**config.mk**
```make
export PLATFORM = sky130hd
export DESIGN_NAME = imrt_cell
export DESIGN_NICKNAME = d
export VERILOG_FILES = /design/src/interval_map_range_table_core_macros.svh /design/src/imrt_pkg.sv /design/src/imrt_cell.sv
export SDC_FILE = /design/constraint.sdc
export NUM_CORES = 1
export LEC_CHECK = 0
export ABC_AREA = 1
export BUFFER_PORTS_ARGS = -buffer_cell sky130_fd_sc_hd__buf_2
export CORE_MARGIN = 2
export CORE_UTILIZATION = 39
export CTS_CLUSTER_DIAMETER = 120
export DETAILED_ROUTE_END_ITERATION = 8
export GPL_ROUTABILITY_DRIVEN = 0
export GPL_TIMING_DRIVEN = 0
export PLACE_DENSITY = 0.87
export SYNTH_ARGS = -nofsm -noshare
export SYNTH_HDL_FRONTEND = slang
export SYNTH_SLANG_ARGS = --single-unit
```
**constraint.sdc**
```tcl
create_clock -name clk -period 1.95 [get_ports clk]
set_input_delay 0.39 -clock clk [delete_from_list [all_inputs] [get_ports clk]]
set_output_delay 0.39 -clock clk [all_outputs]
set_load 0.02 [all_outputs]
```
**src/interval_map_range_table_core_macros.svh**
```systemverilog
// Assertion macros shared by the range table design.
`ifndef INTERVAL_MAP_RANGE_TABLE_CORE_MACROS_SVH
`define INTERVAL_MAP_RANGE_TABLE_CORE_MACROS_SVH

// Implication checked at every rising clock edge outside reset.
`define IMR_ASSERT_IMP(label, clk, rst, ante, cons, msg) \
  label: assert property (@(posedge clk) disable iff (rst) (ante) |-> (cons)) \
    else $error(msg);

// Next-cycle implication checked outside reset.
`define IMR_ASSERT_NEXT(label, clk, rst, ante, cons, msg) \
  label: assert property (@(posedge clk) disable iff (rst) (ante) |=> (cons)) \
    else $error(msg);

`endif

```
**src/imrt_pkg.sv**
```systemverilog
package imrt_pkg;

  localparam int DefTableDepth = 64;
  localparam int DefKeyWidth   = 32;
  localparam int DefValueWidth = 8;

  localparam logic OP_ASSIGN = 1'b0;
  localparam logic OP_LOOKUP = 1'b1;

  localparam logic [1:0] ST_DONE  = 2'd0;
  localparam logic [1:0] ST_EMPTY = 2'd1;
  localparam logic [1:0] ST_FULL  = 2'd2;

  // Source of a cell's new entry on commit.
  localparam logic [2:0] SEL_KEEP  = 3'd0;
  localparam logic [2:0] SEL_START = 3'd1;
  localparam logic [2:0] SEL_END   = 3'd2;
  localparam logic [2:0] SEL_SHIFT = 3'd3;

  typedef enum logic [1:0] {
    S_IDLE,
    S_EVAL,
    S_OUT
  } state_t;

  // Command broadcast to every cell in the update cycle.
  typedef struct packed {
    logic commit;
  } cell_cmd_t;

endpackage

```
**src/imrt_cell.sv**
```systemverilog
// One breakpoint cell. On commit each cell loads either its own entry, the
// range start, the range end or the shifted entry chosen for its position.
module imrt_cell import imrt_pkg::*; #(
  parameter int KeyWidth   = DefKeyWidth,
  parameter int ValueWidth = DefValueWidth
) (
  input  logic                  clk,
  input  logic                  rst,
  input  cell_cmd_t             cmd,
  input  logic [KeyWidth-1:0]   s_key,
  input  logic [KeyWidth-1:0]   e_key,
  input  logic [ValueWidth-1:0] s_val,
  input  logic [ValueWidth-1:0] e_val,
  // Position class of this cell in the new table.
  input  logic [2:0]            sel,
  input  logic [KeyWidth-1:0]   src_key,
  input  logic [ValueWidth-1:0] src_val,
  input  logic                  src_valid,
  output logic [KeyWidth-1:0]   key,
  output logic [ValueWidth-1:0] val,
  output logic                  valid
);

  logic [KeyWidth-1:0]   key_next;
  logic [ValueWidth-1:0] val_next;
  logic                  valid_next;

  // Select the new contents of this cell.
  always_comb begin
    key_next   = key;
    val_next   = val;
    valid_next = valid;
    case (sel)
      SEL_START: begin
        key_next = s_key; val_next = s_val; valid_next = 1'b1;
      end
      SEL_END: begin
        key_next = e_key; val_next = e_val; valid_next = 1'b1;
      end
      SEL_SHIFT: begin
        key_next = src_key; val_next = src_val; valid_next = src_valid;
      end
      default: ;
    endcase
  end

  always_ff @(posedge clk) begin
    if (rst) begin
      valid <= 1'b0;
    end else if (cmd.commit) begin
      valid <= valid_next;
    end
  end

  always_ff @(posedge clk) begin
    if (cmd.commit) begin
      key <= key_next;
      val <= val_next;
    end
  end

endmodule

```
==> summary.txt, run 1 <==
Hold path
  • Hold WC Path Type: input pin to flop

Floorplanning
  • Die width: 77.9 um
  • # IOs: between 150 and 200
  • Core area: 5170 um2
  • Full die area: approximately 6100 um2
  • Vert. Die Dim: roughly 78 um
  • # rows: 26
  • Effective utilization at floorplan: 0.411

Synth
  • Post-synthesis cell area: around 2100 um2
  • Mapped Avg Cell Area: 9.13 um2
  • Register area share after synthesis: 0.574
  • Syn. warnings: 0
  • Syn Inst Count: 233
  • #FFs+latches synth: 41
  • Cell variety after synth: 11
  • Post-Syn Nets: 360

GRT
  • Grt total ovfl: 0
  • Vias in the first global route: 2109
  • Largest net degree at the start of global routing: 41
  • Initial antenna violation count: 0
  • First-pass GRT wire length: roughly 9500 um
  • Overall routing resource usage: 0.201

Worst setup path
  • CP Launch Type: input pin
  • Setup CP Type: input pin to flop
  • Worst endpoint required time: 1860 ps
  • Crit end category: flop
  • Crit path arrival time: 1380 ps
  • Internal reg-to-reg setup slack: between 1000 and 1500 ps
  • Critical path peak fanout: 40

Run
  • Max_cap viols: 0

Pwr
  • Pwr Density: between 600 and 700 nW/um2
  • Leakage power: 1.58 nW
  • Maximum vdd drop: ~0.26 mV
  • Part of the power in combinational logic: 0.216
  • Cell-internal power: 1.49 mW
  • Clk network pwr share: 0.259
  • Flop pwr share: 0.525
  • NetSw: 529 uW
  • Switching share of power: 0.262

Layout
  • Layout area overhead: 47.2%
  • Most common cell after layout, fill and taps aside: buf_2
  • N_diodes: 0
  • Net count, final: roughly 530
  • Ratio of cells with drive above 1 in the final layout: 0.488
  • Non-Filler Instances: 478
  • Most frequent cells in the layout: 171 x buf_2, 125 x nand2_1, 40 x edfxtp_1
  • Filler cell count: between 400 and 500

Clock network
  • Number of H-tree levels: 2
  • Post-CTS setup repair buffer count: 0
  • Clk_lat worst skew: 290 ps
  • CTS Buffer Depth: 2
  • Root buf cell: clkbuf_8
  • Worst-path clk slew: about 80 ps
  • Clock Sinks: 41
  • Post-CTS Resized: 0
  • CTS Hold Bufs: 0
  • CTS tree: done
  • CTS buffer count: 5

STA
  • Setup WS post-layout: 482 ps
  • Actual slew at the worst max-slew pin: 849 ps
  • Fmax: 681 MHz
  • Max-slew violation count: 0
  • Crit share post-route: 0.753
  • # setup viols final: 0
  • Min Tclk post-route: ~1500 ps
  • Slew headroom: 0.433
  • Worst clock skew: 0 ps
  • Unrepaired setup endpoints after global routing: no
  • Final hold viol count: 0
  • WHS: 328 ps

Detailed routing
  • WL per Instance: 13.0 um
  • DRT Pass-1 Iters: 6
  • ANT nets after route: 0
  • WL final: between 6000 and 7000 um
  • Via count: 2284
  • DR iter-0 viols: 101
  • Average via count per standard cell: 4.78
  • DRC errors left: 0

Placement
  • Placed Instances: 470
  • Post-place setup slack: approximately 150 ps
  • Dpl hpwl: 4750 um
  • PortBufs: 167

Outcome
  • Status: complete, no violations
through the flow:
step / total power [mW] / setup TNS (ps) / utilization / cell area, um2
after floorplan: 1.30 / 0 / - / 2130
after global placement: 1.50 / -12490 / 0.590 / 3050
after detailed placement: 1.52 / 0 / 0.590 / 3050
after CTS: 2.03 / 0 / 0.605 / 3130
after global routing: 2.12 / 0 / 0.605 / 3130
final: 2.02 / 0 / 0.605 / 3130
area by class of cell:
type,instances,area [um2],share of cell area
Timing Repair Buffer,167,836,0.267
Sequential cell,41,1220,0.390
Tap cell,70,87.6,0.0280
Clock buffer,8,80.1,0.0256
Multi-Input combinational cell,172,766,0.245
Buffer,12,110,0.0352
Inverter,8,30.0,0.00959
routing by layer:
| metal | up-vias | track usage | share of wire |
|---|---|---|---|
| li1 | 1108 | - | - |
| met1 | 1038 | 0.221 | 0.38 |
| met2 | 123 | 0.368 | 0.52 |
| met3 | 15 | 0.0500 | 0.083 |
| met4 | 0 | 0.0821 | 0.020 |
| met5 | - | 0 | 0 |
final timing paths:
path / startpoint / cells past startpoint / end
setup / recovery: sel[2] / 4 / key[11]
hold / removal: rst / 4 / valid
setup reg to reg: valid / 4 / valid
hold reg to reg: valid / 4 / valid
worst max-delay path, cell delays in order:
cell and delay, ps:
buf_2 120, nor2_1 100, nand2_1 110, inv_2 640
Yosys cell counts:
cell type	instances	share of area
nand3_2	10	0.047
buf_2	4	0.0094
edfxtp_1	40	0.56
nor2_4	2	0.011
nand2_2	2	0.0059
inv_1	8	0.014
nor2_1	3	0.0053
buf_6	8	0.042
nand2_1	125	0.22
nand3_1	30	0.071
dfxtp_1	1	0.0094
state kept, by name (all words and copies together) (netlist names):
| name | count |
|---|---|
| key | 32 |
| val | 8 |
| valid | 1 |
cells by family (layout without fill, tap and decap cells):
group	after synthesis	count (layout)	share of synthesized area
buffers and inverters	20	195	0.0659
DFF	41	41	0.574
and+or+nand+nor	172	172	0.360
power groups by stage:
stage	Sequential (mW)	Combinational, mW	Clock (mW)
final	1.06	0.436	0.523
after global routing	1.06	0.480	0.578
after CTS	1.06	0.440	0.535
after detailed placement	1.08	0.440	0
after global placement	1.08	0.426	0
after floorplan	1.16	0.138	0
(Power assumes the default switching activity.)
==> inputs of run 2 (changes only) <==
==> constraint.sdc (replaced) <==
create_clock -name clk -period 1.39 [get_ports clk]
set_input_delay 0.278 -clock clk [delete_from_list [all_inputs] [get_ports clk]]
set_output_delay 0.278 -clock clk [all_outputs]
set_load 0.02 [all_outputs]
==> summary.txt, run 2 (same netlist as run 1, synthesis figures left out) <==
Layout
  • Non-Filler Instances: 479 (+0.21%)
  • Layout area overhead: 47.9%
  • Most common cell after layout, fill and taps aside: buf_2
  • Net count, final: 535 (+0.19%)
  • Largest register FFs: 32 (unchanged)
  • N_diodes: 0 (unchanged)
  • Ratio of cells with drive above 1 in the final layout: 0.499 (+0.0110)
  • Most frequent cells in the layout: 171 x buf_2, 124 x nand2_1, 40 x edfxtp_1
  • Top reg by flops: key
  • Biggest regs: key (32), val (8), valid (1)

Clock network
  • Clk_lat worst skew: 280 ps (about the same)
  • Clock Sinks: 41 (unchanged)
  • CTS buffer count: 5 (unchanged)
  • CTS tree: done
  • CTS Hold Bufs: 0 (unchanged)
  • Number of H-tree levels: 2 (unchanged)
  • Root buf cell: clkbuf_8
  • Worst-path clk slew: 70 ps (about the same)
  • CTS Buffer Depth: 2 (unchanged)

Pwr
  • NetSw: 752 uW (+42%)
  • Clk network pwr share: 0.257 (-0.002)
  • Maximum vdd drop: 0.412 mV (+57%)
  • Flop pwr share: 0.526 (about the same)
  • Pwr Density: 897 nW/um2 (+39%)
  • Leakage power: 1.57 nW (-0.29%)
  • Switching share of power: 0.266 (+0.00411)
  • Cell-internal power: 2.07 mW (+39%)
  • Part of the power in combinational logic: 0.217 (about the same)
  • Final Total Pwr: 2.82 mW (+40%)

Floorplanning
  • Effective utilization at floorplan: 0.411 (unchanged)
  • Die width: 77.9 um (unchanged)
  • # rows: 26 (unchanged)
  • Core area: 5170 um2 (unchanged)
  • Full die area: 6060 um2 (unchanged)
  • Vert. Die Dim: 77.9 um (unchanged)
  • # IOs: 168 (unchanged)

STA
  • Setup WS post-layout: 232 ps (-251 ps)
  • Fmax: 863 MHz
  • Unrepaired setup endpoints after global routing: no
  • Slew headroom: 0.698 (+0.265)
  • Worst clock skew: 0 ps (unchanged)
  • # setup viols final: 0 (unchanged)
  • Setup tns final: 0 ps (unchanged)
  • Actual slew at the worst max-slew pin: 453 ps (-397 ps)
  • Crit share post-route: 0.833
  • Final hold viol count: 0 (unchanged)
  • Max-slew violation count: 0 (unchanged)
  • Min Tclk post-route: 1160 ps

GRT
  • Initial antenna violation count: 0 (unchanged)
  • Overall routing resource usage: 0.206 (+0.00503)
  • GR Util met1: 0.220 (-0.000667)
  • Largest net degree at the start of global routing: 21 (-49%)
  • Met3 usage: 0.0407 (-0.00930)
  • GR peak layer: met2
  • Vias in the first global route: 2260 (+7.2%)
  • GRT met2 Usage: 0.386 (+0.0181)
  • Grt total ovfl: 0 (unchanged)
  • First-pass GRT wire length: 9800 um (+2.7%)

Worst setup path
  • Slowest stage delay, CP: 410 ps (-230 ps)
  • Setup CP Type: input pin to flop
  • Critical path endpoint: key[21]
  • Worst R2R Start: valid
  • CP Launch Type: input pin
  • Critical path cell sequence: buf_2 > inv_2 > nand2_1 > nand2_2 > clkinvlp_4
  • R2R cell count: 4 (unchanged)
  • Worst endpoint required time: 1290 ps (-570 ps)
  • Critical path origin: sel[0]
  • R2r endpoint: valid
  • Internal reg-to-reg setup slack: 770 ps (-540 ps)
  • CP max stage cell: clkinvlp_4
  • Crit path arrival time: 1060 ps (-320 ps)
  • Critical path peak fanout: 20 (-50%)
  • Crit end category: flop

Run
  • Max_cap viols: 0 (unchanged)

Placement
  • Dpl hpwl: 4650 um (-2.3%)
  • PortBufs: 167 (unchanged)
  • Placed Instances: 470 (unchanged)
  • Post-place setup slack: -480 ps (-628 ps)

Detailed routing
  • Via count: 2215 (-3.0%)
  • WL final: 6100 um (-2.1%)
  • Average via count per standard cell: 4.62 (-3.2%)
  • DR iter-0 viols: 122 (+21%)
  • DRC errors left: 0 (unchanged)
  • DRT Pass-1 Iters: 5 (-1)
  • WL per Instance: 12.7 um (-2.3%)
  • ANT nets after route: 0 (unchanged)

Outcome
  • Status: complete, no violations

Hold path
  • Hold WC Path Type: input pin to flop
run 2: power groups by stage:
stage,Clock (mW),Sequential (mW),Combinational (mW)
2_1_floorplan,0,1.63,0.196
3_3_place_gp,0,1.51,0.597
3_5_place_dp,0,1.51,0.615
4_1_cts,0.747,1.49,0.619
5_1_grt,0.808,1.49,0.678
6_report,0.725,1.48,0.612
run 2: metrics by stage:
step                area, um2  hold slack [ps]  utilization
floorplan                2130              421            -
global placement         3060              505        0.591
detailed placement       3060              521        0.591
CTS                      3150              213        0.608
global route             3150              221        0.608
finish                   3150              221        0.608
run 2: repair_timing:
action | in CTS | in global routing
hold endpoints to repair | 0 | 0
buffers inserted | 0 | 0
setup endpoints to repair | 40 | 0
resized for setup | 1 | 0
run 2: final cells by class:
type / count / area, um2
fillers: 456 / 2030
flip-flops and latches: 41 / 1220
repair buffers: 167 / 836
multi-input cells: 172 / 768
plain buffers: 12 / 110
well taps: 70 / 87.6
clock buffers: 5 / 68.8
inverters: 8 / 33.8
clock inverters: 3 / 12.5
repair inverters: 1 / 7.51
run 2: worst min path at each step:
stage                      from    end  slack (ps)  cells after the start
final                       rst  valid         220                      4
after global routing        rst  valid         220                      4
after CTS                   rst  valid         210                      4
after detailed placement    rst  valid         520                      4
after global placement    valid  valid         510                      4
after floorplan             rst  valid         420                      3
run 2: layer usage:
layer,wire length (um),up-vias
li1,-,1110
met1,2350,972
met2,3120,119
met3,489,14
met4,133,0
met5,0,-
run 2: worst max-delay path, delay by kind of cell:
kind / cells / cell delay, ps
AND/OR/NAND/NOR: 2 / 180
buffers and inverters: 3 / 580
==> inputs of run 3 (changes only) <==
==> constraint.sdc (replaced) <==
create_clock -name clk -period 1.07 [get_ports clk]
set_input_delay 0.214 -clock clk [delete_from_list [all_inputs] [get_ports clk]]
set_output_delay 0.214 -clock clk [all_outputs]
set_load 0.02 [all_outputs]
==> summary.txt, run 3 (same netlist as run 1, synthesis figures left out) <==
Outcome
  • Status: finished with violations
  • Violated checks: setup timing

Worst setup path
  • Worst endpoint required time: 860 ps (-430 ps)
  • Critical path cell sequence: buf_6
  • Critical path peak fanout: 1 (-95%)
  • CP max stage cell: edfxtp_1
  • Crit end category: output pin
  • Setup CP Type: flop to output pin
  • WP buf/inv: 1 (-2)
  • CP Launch Type: flop
  • Slowest stage delay, CP: 420 ps (about the same)
  • Crit path arrival time: 870 ps (-190 ps)
  • Crit path max-delay family: flip-flops

STA
  • Max-slew violation count: 0 (unchanged)
  • Setup tns final: -35.8 ps (-35.8 ps)
  • Worst clock skew: 0 ps (unchanged)
  • Unrepaired setup endpoints after global routing: yes
  • Min Tclk post-route: 1080 ps
  • Fmax: 924 MHz
  • Slew headroom: 0.702 (+0.00411)
  • Setup WS post-layout: -12.5 ps (-244 ps)
  • Crit share post-route: 1.01
  • WHS: 139 ps (-81.9 ps)
  • # setup viols final: 3 (+3)
  • Final hold viol count: 0 (unchanged)
  • Actual slew at the worst max-slew pin: 446 ps (-6.15 ps)

Placement
  • PortBufs: 167 (unchanged)
  • Dpl hpwl: 4860 um (+4.6%)

Pwr
  • Final Total Pwr: 4.27 mW (+51%)
  • Maximum vdd drop: 0.670 mV (+63%)
  • Pwr Density: 1280 nW/um2 (+43%)
  • Leakage power: 1.64 nW (+4.5%)

Detailed routing
  • WL final: 6530 um (+7.0%)
  • ANT nets after route: 0 (unchanged)
  • Top layer in use: met4
  • Met3 WL: 411 um (-16%)
  • DR iter-0 viols: 87 (-29%)
  • Via count: 2236 (+0.95%)
  • Metal-1 WL: 2400 um (+2.1%)
  • WL per Instance: 13.6 um (+7.0%)
  • DRT Pass-1 Iters: 4 (-1)
  • Average via count per standard cell: 4.67 (+0.95%)
  • DRC errors left: 0 (unchanged)
  • Metal2 WL: 3590 um (+15%)

GRT
  • Grt total ovfl: 0 (unchanged)
  • Initial antenna violation count: 0 (unchanged)
  • Overall routing resource usage: 0.217 (+0.0104)
  • First-pass GRT wire length: 10200 um (+4.3%)
  • Vias in the first global route: 2303 (+1.9%)
  • Largest net degree at the start of global routing: 21 (unchanged)

Run
  • Max_cap viols: 0 (unchanged)

Clock network
  • Post-CTS setup repair buffer count: 0 (unchanged)
  • CTS tree: done
  • CTS Hold Bufs: 0 (unchanged)
  • Number of H-tree levels: 2 (unchanged)
  • Worst-path clk slew: 80 ps (about the same)
  • CTS buffer count: 5 (unchanged)
  • Clk_lat worst skew: 290 ps (about the same)
  • Root buf cell: clkbuf_8
  • Clock Sinks: 41 (unchanged)
  • CTS Buffer Depth: 2 (unchanged)

Layout
  • Biggest regs: key (32), val (8), valid (1)
  • Most common cell after layout, fill and taps aside: buf_2
  • Ratio of cells with drive above 1 in the final layout: 0.511 (+0.0122)
  • Layout area overhead: 56.4%
  • Largest register FFs: 32 (unchanged)
  • Top reg by flops: key
  • Net count, final: 535 (unchanged)
  • Most frequent cells in the layout: 155 x buf_2, 123 x nand2_1, 40 x edfxtp_1
  • N_diodes: 0 (unchanged)

Floorplanning
  • Die width: 77.9 um (unchanged)
  • Effective utilization at floorplan: 0.411 (unchanged)
  • # IOs: 168 (unchanged)
  • Core area: 5170 um2 (unchanged)
  • Vert. Die Dim: 77.9 um (unchanged)
  • Full die area: 6060 um2 (unchanged)
  • # rows: 26 (unchanged)

Hold path
  • Hold WC Path Type: input pin to flop
-- run 3: cell count changes in the layout (fill, tap and decap cells not counted), sizes merged --
| cell | delta |
|---|---|
| bufinv | +2 |
| clkinv | -2 |
-- run 3: path summary, 6_finish.rpt --
check	startpoint	end	slack, ps	cells past startpoint
worst max register to register	valid	valid	480	4
worst max-delay path	val[4]	val[4]	-10	1
worst min-delay path	rst	valid	140	4
worst min register to register	valid	valid	520	4
-- run 3: cell type report --
cell class,count,area [um2]
fillers,447,1850
clock buffers,5,68.8
multi-input cells,172,783
clock inverters,3,65.1
repair buffers,167,936
inverters,8,46.3
repair inverters,1,7.51
flip-flops and latches,41,1220
well taps,70,87.6
plain buffers,12,110
-- run 3: power breakdown --
group / internal (mW) / switching (mW)
combinational: 0.399 / 0.464
sequential: 1.90 / 0.0355
clock: 0.927 / 0.542
total: 3.23 / 1.04
-- run 3: what timing repair did --
item / 4_1_cts / 5_1_grt
pin swaps: 0 / 0
gates resized for setup: 3 / 32
cloned: 1 / 0
setup endpoints to repair: 42 / 59
-- run 3: per-layer routing --
metal,global-route usage,vias up
li1,-,1111
met1,0.223,1009
met2,0.416,106
met3,0.0500,10
met4,0.0875,0
met5,0,-
-- run 3: through the flow --
stage | util | instances | setup WS, ps | area (um2)
after floorplan | - | 233 | -239 | 2150
after global placement | 0.594 | 470 | -672 | 3070
after detailed placement | 0.594 | 470 | -723 | 3070
after CTS | 0.623 | 479 | -15.0 | 3220
after global routing | 0.643 | 479 | -34.8 | 3330
final | 0.643 | 479 | -12.5 | 3330
